File: src/rtl/tjsg_pkg.sv
`default_nettype none
// ----------------------------------------------------------------------------
// Teleop jog setpoint generator package
// Shared widths, register indexes, lane control bundle and the box clamp.
// ----------------------------------------------------------------------------
package tjsg_pkg;

   localparam int AXES       = 3;
   localparam int COORD_W    = 20;
   localparam int STICK_W    = 16;
   localparam int GAIN_W     = 20;
   localparam int DB_W       = 15;
   localparam int MAG_W      = STICK_W + 1;
   localparam int PROD_W     = STICK_W + GAIN_W + 1;
   localparam int RND_W      = PROD_W + 1;
   localparam int FRAC_SHIFT = 14;
   localparam int STEP_W     = RND_W - FRAC_SHIFT;
   localparam int SUM_W      = STEP_W + 1;
   localparam int REG_W      = AXES * COORD_W;
   localparam int CSR_IDX_W  = 3;

   localparam logic [RND_W-1:0] ROUND_BIAS = RND_W'(1) << (FRAC_SHIFT - 1);

   localparam logic [REG_W-1:0] LOWER_RESET = {AXES{1'b1, {(COORD_W-1){1'b0}}}};
   localparam logic [REG_W-1:0] UPPER_RESET = {AXES{1'b0, {(COORD_W-1){1'b1}}}};
   localparam logic [DB_W-1:0]  DEADBAND_RESET = DB_W'(164);

   typedef logic signed [COORD_W-1:0] coord_type;
   typedef logic signed [STEP_W-1:0]  step_type;
   typedef logic signed [SUM_W-1:0]   sum_type;

   typedef enum logic [CSR_IDX_W-1:0] {
      CSR_JOG_MODE = 3'd0,
      CSR_NEUTRAL  = 3'd1,
      CSR_SCALE    = 3'd2,
      CSR_LOWER    = 3'd3,
      CSR_UPPER    = 3'd4,
      CSR_DEADBAND = 3'd5
   } csr_index_type;

   typedef struct packed {
      logic load;
      logic advance;
      logic jog_mode;
      logic first;
      logic on;
   } lane_ctrl_type;

   // raise to the lower limit, then lower to the upper limit
   function automatic coord_type clamp_coord(input sum_type v, input coord_type lo,
                                             input coord_type hi);
      sum_type lo_w;
      sum_type hi_w;
      sum_type r;
      lo_w = SUM_W'(lo);
      hi_w = SUM_W'(hi);
      r    = v;
      if (r < lo_w) r = lo_w;
      if (r > hi_w) r = hi_w;
      return r[COORD_W-1:0];
   endfunction

endpackage
`default_nettype wire

File: src/rtl/tjsg_lane.sv
`default_nettype none
// ----------------------------------------------------------------------------
// Teleop jog setpoint lane
// One axis: stick times gain with rounding, measured clamp and deadband test
// in the first stage; held or offset update and target clamp in the second.
// ----------------------------------------------------------------------------
module tjsg_lane (
   input  wire                                   clock,
   input  wire                                   reset,
   input  tjsg_pkg::lane_ctrl_type               ctrl,
   input  wire signed [tjsg_pkg::STICK_W-1:0]    stick,
   input  wire signed [tjsg_pkg::COORD_W-1:0]    meas,
   input  wire signed [tjsg_pkg::COORD_W-1:0]    neutral,
   input  wire        [tjsg_pkg::GAIN_W-1:0]     gain,
   input  wire signed [tjsg_pkg::COORD_W-1:0]    lower,
   input  wire signed [tjsg_pkg::COORD_W-1:0]    upper,
   input  wire        [tjsg_pkg::DB_W-1:0]       deadband,
   output tjsg_pkg::coord_type                   target
);

   logic signed [tjsg_pkg::GAIN_W:0]   gain_s;
   logic signed [tjsg_pkg::PROD_W-1:0] prod;
   logic        [tjsg_pkg::RND_W-1:0]  rnd;
   logic        [tjsg_pkg::MAG_W-1:0]  mag;
   tjsg_pkg::step_type                 step_in;
   tjsg_pkg::step_type                 step_ff;
   tjsg_pkg::coord_type                meas_in;
   tjsg_pkg::coord_type                meas_ff;
   logic                               jog_in;
   logic                               jog_ff;
   tjsg_pkg::coord_type                held_in;
   tjsg_pkg::coord_type                held_ff;
   tjsg_pkg::coord_type                base;
   tjsg_pkg::step_type                 step_eff;
   tjsg_pkg::sum_type                  sum_v;
   tjsg_pkg::coord_type                clamped;

   always_comb begin
      gain_s  = {1'b0, gain};
      prod    = stick * gain_s;
      rnd     = {prod[tjsg_pkg::PROD_W-1], prod} + tjsg_pkg::ROUND_BIAS;
      step_in = rnd[tjsg_pkg::RND_W-1:tjsg_pkg::FRAC_SHIFT];
      mag     = stick[tjsg_pkg::STICK_W-1] ? (~{1'b1, stick} + 1'b1) : {1'b0, stick};
      jog_in  = mag > tjsg_pkg::MAG_W'(deadband);
      meas_in = tjsg_pkg::clamp_coord(tjsg_pkg::SUM_W'(meas), lower, upper);
   end

   always_ff @(posedge clock) begin
      if (ctrl.load) begin
         step_ff <= step_in;
         meas_ff <= meas_in;
         jog_ff  <= jog_in;
      end
   end

   always_comb begin
      base     = ctrl.first ? meas_ff : held_ff;
      step_eff = jog_ff ? step_ff : '0;
      if (ctrl.jog_mode) begin
         sum_v = tjsg_pkg::SUM_W'(base) + tjsg_pkg::SUM_W'(step_eff);
      end else begin
         sum_v = tjsg_pkg::SUM_W'(neutral) + tjsg_pkg::SUM_W'(step_ff);
      end
      clamped = tjsg_pkg::clamp_coord(sum_v, lower, upper);
      target  = ctrl.on ? clamped : '0;
      held_in = (ctrl.advance && ctrl.on && ctrl.jog_mode) ? clamped : held_ff;
   end

   always_ff @(posedge clock) begin
      if (reset) begin
         held_ff <= '0;
      end else begin
         held_ff <= held_in;
      end
   end

endmodule
`default_nettype wire

File: src/rtl/tjsg_merge.sv
`default_nettype none
// ----------------------------------------------------------------------------
// Teleop jog setpoint merge
// Gather the three lane targets and the active flag into the result register.
// ----------------------------------------------------------------------------
module tjsg_merge (
   input  wire                         clock,
   input  wire                         reset,
   input  wire                         advance,
   input  wire                         active,
   input  tjsg_pkg::coord_type         target [tjsg_pkg::AXES],
   output logic                        rsp_tvalid,
   input  wire                         rsp_tready,
   output logic [63:0]                 rsp_tdata,   // target_x, target_y, target_z, pad
   output logic                        rsp_tuser    // teleop_active
);

   logic                          valid_ff;
   logic                          valid_in;
   logic [tjsg_pkg::REG_W-1:0]    data_ff;
   logic [tjsg_pkg::REG_W-1:0]    data_in;
   logic                          user_ff;

   always_comb begin
      for (int a = 0; a < tjsg_pkg::AXES; a++) begin
         data_in[a*tjsg_pkg::COORD_W +: tjsg_pkg::COORD_W] = target[a];
      end
      if (advance) begin
         valid_in = 1'b1;
      end else if (rsp_tready) begin
         valid_in = 1'b0;
      end else begin
         valid_in = valid_ff;
      end
   end

   always_ff @(posedge clock) begin
      if (reset) begin
         valid_ff <= 1'b0;
      end else begin
         valid_ff <= valid_in;
      end
   end

   always_ff @(posedge clock) begin
      if (advance) begin
         data_ff <= data_in;
         user_ff <= active;
      end
   end

   assign rsp_tvalid = valid_ff;
   assign rsp_tdata  = {{(64 - tjsg_pkg::REG_W){1'b0}}, data_ff};
   assign rsp_tuser  = user_ff;

endmodule
`default_nettype wire

File: src/rtl/teleop_jog_setpoint_generator.sv
`default_nettype none
// ----------------------------------------------------------------------------
// Teleop jog setpoint generator
// Turns radio sticks and a teleop switch into a clamped three-axis target.
// ----------------------------------------------------------------------------
// req_ carries one word per radio tick: sticks and measured position in
// tdata, the teleop switch in tuser. rsp_ returns one word per request: the
// target in tdata, teleop_active in tuser (target is zero when inactive).
// csr_ writes one configuration register per handshake; csr_ready is always
// high. Write it only while no word is in flight.
// Throughput is one word per cycle while the receiver does not stall: three
// axis lanes each hold one multiplier stage and one add and clamp stage,
// and the held position loop closes in the second stage, so consecutive
// words follow back to back.
// When the receiver stalls, the result register holds its word and the
// first stage still takes one more request; after that req_tready drops.
// Reset empties both stages, clears the held position and the teleop latch,
// and loads the register defaults (jog mode, full workspace box).
// ----------------------------------------------------------------------------
module teleop_jog_setpoint_generator (
   input  wire                                 clock,
   input  wire                                 reset,
   input  wire                                 req_tvalid,
   output logic                                req_tready,
   input  wire  [111:0]                        req_tdata,  // stick_x, stick_y, stick_z,
                                                           // meas_x, meas_y, meas_z, pad
   input  wire                                 req_tuser,  // teleop_on
   output logic                                rsp_tvalid,
   input  wire                                 rsp_tready,
   output logic [63:0]                         rsp_tdata,  // target_x, target_y, target_z, pad
   output logic                                rsp_tuser,  // teleop_active
   input  wire                                 csr_valid,
   output logic                                csr_ready,
   input  wire  [tjsg_pkg::CSR_IDX_W-1:0]      csr_index,
   input  wire  [tjsg_pkg::REG_W-1:0]          csr_data
);

   localparam int MEAS_BASE = tjsg_pkg::AXES * tjsg_pkg::STICK_W;

   logic                        jog_mode_ff;
   logic [tjsg_pkg::REG_W-1:0]  neutral_ff;
   logic [tjsg_pkg::REG_W-1:0]  scale_ff;
   logic [tjsg_pkg::REG_W-1:0]  lower_ff;
   logic [tjsg_pkg::REG_W-1:0]  upper_ff;
   logic [tjsg_pkg::DB_W-1:0]   deadband_ff;

   logic                        v1_ff;
   logic                        v1_in;
   logic                        on1_ff;
   logic                        was_teleop_ff;
   logic                        was_teleop_in;
   logic                        load;
   logic                        advance;
   tjsg_pkg::lane_ctrl_type     ctrl;
   tjsg_pkg::coord_type         target [tjsg_pkg::AXES];

   assign csr_ready = 1'b1;

   always_ff @(posedge clock) begin
      if (reset) begin
         jog_mode_ff <= 1'b1;
         neutral_ff  <= '0;
         scale_ff    <= '0;
         lower_ff    <= tjsg_pkg::LOWER_RESET;
         upper_ff    <= tjsg_pkg::UPPER_RESET;
         deadband_ff <= tjsg_pkg::DEADBAND_RESET;
      end else if (csr_valid) begin
         case (tjsg_pkg::csr_index_type'(csr_index))
            tjsg_pkg::CSR_JOG_MODE: jog_mode_ff <= csr_data[0];
            tjsg_pkg::CSR_NEUTRAL:  neutral_ff  <= csr_data;
            tjsg_pkg::CSR_SCALE:    scale_ff    <= csr_data;
            tjsg_pkg::CSR_LOWER:    lower_ff    <= csr_data;
            tjsg_pkg::CSR_UPPER:    upper_ff    <= csr_data;
            tjsg_pkg::CSR_DEADBAND: deadband_ff <= csr_data[tjsg_pkg::DB_W-1:0];
            default: ;
         endcase
      end
   end

   always_comb begin
      advance       = v1_ff && (!rsp_tvalid || rsp_tready);
      req_tready    = !v1_ff || advance;
      load          = req_tvalid && req_tready;
      v1_in         = load ? 1'b1 : (advance ? 1'b0 : v1_ff);
      was_teleop_in = advance ? on1_ff : was_teleop_ff;
      ctrl.load     = load;
      ctrl.advance  = advance;
      ctrl.jog_mode = jog_mode_ff;
      ctrl.first    = !was_teleop_ff;
      ctrl.on       = on1_ff;
   end

   always_ff @(posedge clock) begin
      if (reset) begin
         v1_ff         <= 1'b0;
         was_teleop_ff <= 1'b0;
      end else begin
         v1_ff         <= v1_in;
         was_teleop_ff <= was_teleop_in;
      end
   end

   always_ff @(posedge clock) begin
      if (load) begin
         on1_ff <= req_tuser;
      end
   end

   for (genvar a = 0; a < tjsg_pkg::AXES; a++) begin : g_lane
      tjsg_lane u_lane (
         .clock    (clock),
         .reset    (reset),
         .ctrl     (ctrl),
         .stick    (req_tdata[a*tjsg_pkg::STICK_W +: tjsg_pkg::STICK_W]),
         .meas     (req_tdata[MEAS_BASE + a*tjsg_pkg::COORD_W +: tjsg_pkg::COORD_W]),
         .neutral  (neutral_ff[a*tjsg_pkg::COORD_W +: tjsg_pkg::COORD_W]),
         .gain     (scale_ff[a*tjsg_pkg::GAIN_W +: tjsg_pkg::GAIN_W]),
         .lower    (lower_ff[a*tjsg_pkg::COORD_W +: tjsg_pkg::COORD_W]),
         .upper    (upper_ff[a*tjsg_pkg::COORD_W +: tjsg_pkg::COORD_W]),
         .deadband (deadband_ff),
         .target   (target[a])
      );
   end

   tjsg_merge u_merge (
      .clock      (clock),
      .reset      (reset),
      .advance    (advance),
      .active     (on1_ff),
      .target     (target),
      .rsp_tvalid (rsp_tvalid),
      .rsp_tready (rsp_tready),
      .rsp_tdata  (rsp_tdata),
      .rsp_tuser  (rsp_tuser)
   );

   a_accept_fills_stage: assert property (@(posedge clock) disable iff (reset)
      req_tvalid && req_tready |=> v1_ff)
      else $error("accepted request word did not reach the first stage");

   a_stage_holds: assert property (@(posedge clock) disable iff (reset)
      v1_ff && !advance && !load |=> v1_ff)
      else $error("first stage word lost while stalled");

   a_advance_presents: assert property (@(posedge clock) disable iff (reset)
      advance |=> rsp_tvalid)
      else $error("advanced word not presented on the response side");

   a_teleop_latch: assert property (@(posedge clock) disable iff (reset)
      advance |=> was_teleop_ff == $past(on1_ff))
      else $error("teleop latch did not follow the advanced word");

   a_inactive_zero: assert property (@(posedge clock) disable iff (reset)
      rsp_tvalid && !rsp_tuser |-> rsp_tdata == '0)
      else $error("inactive response carries a non-zero target");

endmodule
`default_nettype wire

File: config.mk
export PLATFORM = sky130hd
export DESIGN_NAME = teleop_jog_setpoint_generator
export DESIGN_NICKNAME = d
export VERILOG_FILES = /design/src/rtl/tjsg_pkg.sv /design/src/rtl/tjsg_lane.sv /design/src/rtl/tjsg_merge.sv /design/src/rtl/teleop_jog_setpoint_generator.sv
export SDC_FILE = /design/constraint.sdc
export NUM_CORES = 2
export LEC_CHECK = 0
export BUFFER_PORTS_ARGS = -buffer_cell sky130_fd_sc_hd__buf_2
export CELL_PAD_IN_SITES_DETAIL_PLACEMENT = 0
export CELL_PAD_IN_SITES_GLOBAL_PLACEMENT = 1
export CORE_AREA = 5 5 376 378
export CTS_CLUSTER_SIZE = 10
export DETAILED_ROUTE_END_ITERATION = 7
export DIE_AREA = 0 0 381 383
export PLACE_DENSITY_LB_ADDON = 0.1
export SLEW_MARGIN = 5
export SYNTH_ARGS = -nofsm -noshare
export SYNTH_HDL_FRONTEND = slang
export SYNTH_HIERARCHICAL = 1
export SYNTH_SLANG_ARGS = --single-unit
export TNS_END_PERCENT = 30
File: constraint.sdc
create_clock -name clock -period 27.2 [get_ports clock]
set_input_delay 2.72 -clock clock [delete_from_list [all_inputs] [get_ports clock]]
set_output_delay 2.72 -clock clock [all_outputs]
set_load 0.005 [all_outputs]
==> flow_metrics.env <==
export IMPL_path_buf_inv=3
export IMPL_cts_tree="built"
export IMPL_postLayoutCellArea_mm2=0.0742
export IMPL_cp_top_family="compound AO/OA/AOI/OAI gates"
export IMPL_min_period_over_period=0.379
export IMPL_clkLatencyLatePin_ns=0.65
export IMPL_crit_path_top_delay_cell="nand2_2"
export IMPL_seqCellArea_mm2=0.0123
export IMPL_h_tree_depth=3
export IMPL_setup_tns_ns=0
export IMPL_p_comb_frac=0.491
export IMPL_worstReg2RegStart="was_teleop_ff$_SDFFE_PP0P_"
export IMPL_via_per_inst=5.74
export IMPL_nFillCells=12873
export IMPL_yosys_register_bits=516
export IMPL_setup_viol_count_final=0
export IMPL_core_area_mm2=0.137
export IMPL_cts_buffers=68
export IMPL_placement_io_buffers=239
export IMPL_syn_to_final_growth_pct=6.70
export IMPL_reg2reg_to="u_merge/data_ff[43]$_DFFE_PP_"
export IMPL_cell_internal_pwr_mw=2.12
export IMPL_hold_path_endpoint="g_lane[2].u_lane/held_ff[19]$_SDFFE_PP0P_"
export IMPL_irDropWorstVdd_mv=0.0454
export IMPL_dieArea_mm2=0.146
export IMPL_syn_avg_cell_area_um2=8.73
export IMPL_cpPeakStageDelay_ns=0.72
export IMPL_critPathRequiredTime_ns=27.61
export IMPL_dp_hpwl_mm=164
export IMPL_power_density_mw_per_mm2=48.8
export IMPL_critical_path_most_common_cell="o21ai_0"
export IMPL_routed_wl_mm=216
export IMPL_fmax_ghz=0.0970
export IMPL_start_util=0.507
export IMPL_finClkSkew_ns=0.0352
export IMPL_synth_cell_types=109
export IMPL_grt_max_degree=168
export IMPL_tightest_slew_ns=1.20
export IMPL_num_vias=56471
export IMPL_synth_edff_count=197
export IMPL_holdPathStages=2
export IMPL_drive_gt1_frac=0.0910
export IMPL_hp_start="g_lane[2].u_lane/held_ff[19]$_SDFFE_PP0P_"
export IMPL_switchingPower_mw=1.51
export IMPL_root_buffer="clkbuf_16"
export IMPL_netlist_area_mm2=0.0695
export IMPL_p_seq_frac=0.262
export IMPL_grt_pass1_wl_mm=335
export IMPL_antenna_found_initial=38
export IMPL_worstSetupPathType="flop to flop"
export IMPL_io_pins=249
export IMPL_cp_arrival_ns=10.71
export IMPL_yosys_most_used_dff="dfxtp_1"
export IMPL_cts_hold_buf=0
export IMPL_drt_iter0_drc=4019
export IMPL_yosysSeqAreaShare=0.177
export IMPL_cts_sinks=516
export IMPL_wl_per_cell_um=22.0
export IMPL_rows=136
export IMPL_leakagePower_nw=34.0
export IMPL_overflow=0
export IMPL_cts_path_max_buffers=3
export IMPL_maxCapViolCount=0
export IMPL_cts_resized_gates=0
export IMPL_die_h_um=383
export IMPL_r2r_setup_slack_ns=16.89
export IMPL_die_width_um=381
export IMPL_gp_congestion=0.916
export IMPL_clk_pin_slew_ns=0.05
export IMPL_netlist_instances=7967
export IMPL_slew_headroom=0.197
export IMPL_grt_pass1_vias=56927
export IMPL_firstDrtPassIters=5
export IMPL_grt_usage=0.293
export IMPL_synthArstFlopShare=0
export IMPL_final_nets=9745
export IMPL_drc=0
export IMPL_endpoint_kind="flop"
export IMPL_hold_viol=0
export IMPL_multiInputGateArea_mm2=0.0516
export IMPL_post_cts_setup_buffers=0
export IMPL_clkPwrFrac=0.248
export IMPL_ff2ff_path_depth=29
export IMPL_detail_route_antenna_nets=0
export IMPL_yosys_warnings=6
export IMPL_start_kind="flop"
export IMPL_hold_path_class="flop to flop"
export IMPL_slew_viol_final=0
export IMPL_min_period_ns=10.31
export IMPL_status="completed"
export IMPL_crit_fanout=40
export IMPL_dpl_cell_area_mm2=0.0720
export IMPL_grt_setup_unrepaired="false"
export IMPL_p_sw_frac=0.416
==> metal layers <==
layer	part of all wire	GRT usage
met3	0.070	0.0438
met4	0.027	0.0804
met5	0.00033	0
met2	0.44	0.467
met1	0.46	0.419
==> worst max path at each step <==
stage                                from                                end  slack [ns]  cells after the start
3_3_place_gp   was_teleop_ff$_SDFFE_PP0P_      u_merge/data_ff[43]$_DFFE_PP_       16.94                     29
5_1_grt        was_teleop_ff$_SDFFE_PP0P_      u_merge/data_ff[43]$_DFFE_PP_       16.45                     29
3_5_place_dp   was_teleop_ff$_SDFFE_PP0P_      u_merge/data_ff[43]$_DFFE_PP_       16.96                     29
4_1_cts        was_teleop_ff$_SDFFE_PP0P_      u_merge/data_ff[43]$_DFFE_PP_       16.92                     29
2_1_floorplan                  rsp_tready  g_lane[0].u_lane/jog_ff$_DFFE_PP_       16.37                      2
6_report       was_teleop_ff$_SDFFE_PP0P_      u_merge/data_ff[43]$_DFFE_PP_       16.89                     29
==> cells in the mapped netlist, types with 33 or more instances <==
cell	count	area (um^2)
nand2_1	1129	4240
inv_1	1101	4130
ha_1	840	10500
fa_1	756	15100
a21oi_1	488	2440
and2_1	453	2830
dfxtp_1	319	6390
nor2_1	314	1180
clkbuf_1	288	1080
o21ai_0	212	1060
edfxtp_1	197	5920
mux2_2	176	1980
a21o_1	136	1020
xnor2_1	132	1160
nand2b_1	129	807
nor3_1	126	631
nor2b_1	79	494
nand4_1	76	475
nand3_1	72	360
xor2_1	64	561
mux2i_1	55	551
a211oi_1	53	398
a31oi_1	53	332
a21oi_2	47	412
buf_2	47	235
o21a_1	43	323
o211ai_1	37	278
and3_1	33	206
==> power by group through the flow <==
stage	clock (mW)	combinational [mW]	sequential, mW
detailed placement	0	1.74	0.964
finish	0.898	1.78	0.948
floorplan	0	1.24	0.942
global route	0.947	1.96	0.954
global placement	0	1.72	0.963
CTS	0.917	1.76	0.948
==> metrics by stage <==
stage	power, mW	util	hold WS [ns]	std cells	setup slack [ns]
final	3.62	0.541	0.441	9840	16.89
after global routing	3.86	0.541	0.468	9826	16.45
after CTS	3.62	0.541	0.441	9816	16.92
after detailed placement	2.71	0.525	0.435	9692	16.96
after global placement	2.69	0.525	0.426	9692	16.94
after floorplan	2.18	-	0.412	7970	16.37
==> placed cells by master, fill, tap and decap left out, drive strengths merged, types with 64 or more instances in the layout <==
master,synthesis,routed
o21ai,225,225
xnor2,133,133
buf,88,304
nand2,1130,1130
ha,840,840
fa,756,756
a21o,136,136
xor2,64,64
nand2b,129,129
nor2,315,315
edfxtp,197,197
and2,455,455
dfxtp,319,319
nand3,72,72
nor3,126,126
nand4,76,76
clkbuf,288,107
inv,1104,1109
nor2b,79,79
a21oi,535,535
mux2,194,194
==> layout make-up <==
cell class	instances	share of cell area
sequential	516	0.166
inverter	1104	0.0558
timing repair buffer	304	0.0232
antenna	24	0.000809
clock buffer	107	0.0258
tap	1794	0.0303
multi-input combinational	5974	0.695
clock inverter	17	0.00337
==> tightest hold or removal path, cell delays in order (launching register included) <==
cell	delay (ns)
dfxtp_1	0.31
nand2_1	0.05
nand2_1	0.04
==> registers in the layout, indices dropped and copies added, names as in the netlist <==
register / count
g_lane.u_lane/step_ff: 72
g_lane.u_lane/held_ff: 60
g_lane.u_lane/meas_ff: 60
lower_ff: 60
neutral_ff: 60
scale_ff: 60
u_merge/data_ff: 60
upper_ff: 60
deadband_ff: 15
g_lane.u_lane/jog_ff: 3
jog_mode_ff: 1
on1_ff: 1
u_merge/rsp_tuser: 1
u_merge/rsp_tvalid: 1
v1_ff: 1
was_teleop_ff: 1
==> cell families after synthesis <==
group | Yosys count | synth area share
flops | 516 | 0.177
other cells | 2 | 0.000108
compound gates | 1374 | 0.129
mux | 249 | 0.0401
fa+ha+maj | 1596 | 0.369
buf+inv | 1480 | 0.0832
xor+xnor | 197 | 0.0249
simple gates | 2553 | 0.177
Power figures use the tool's default switching activity.
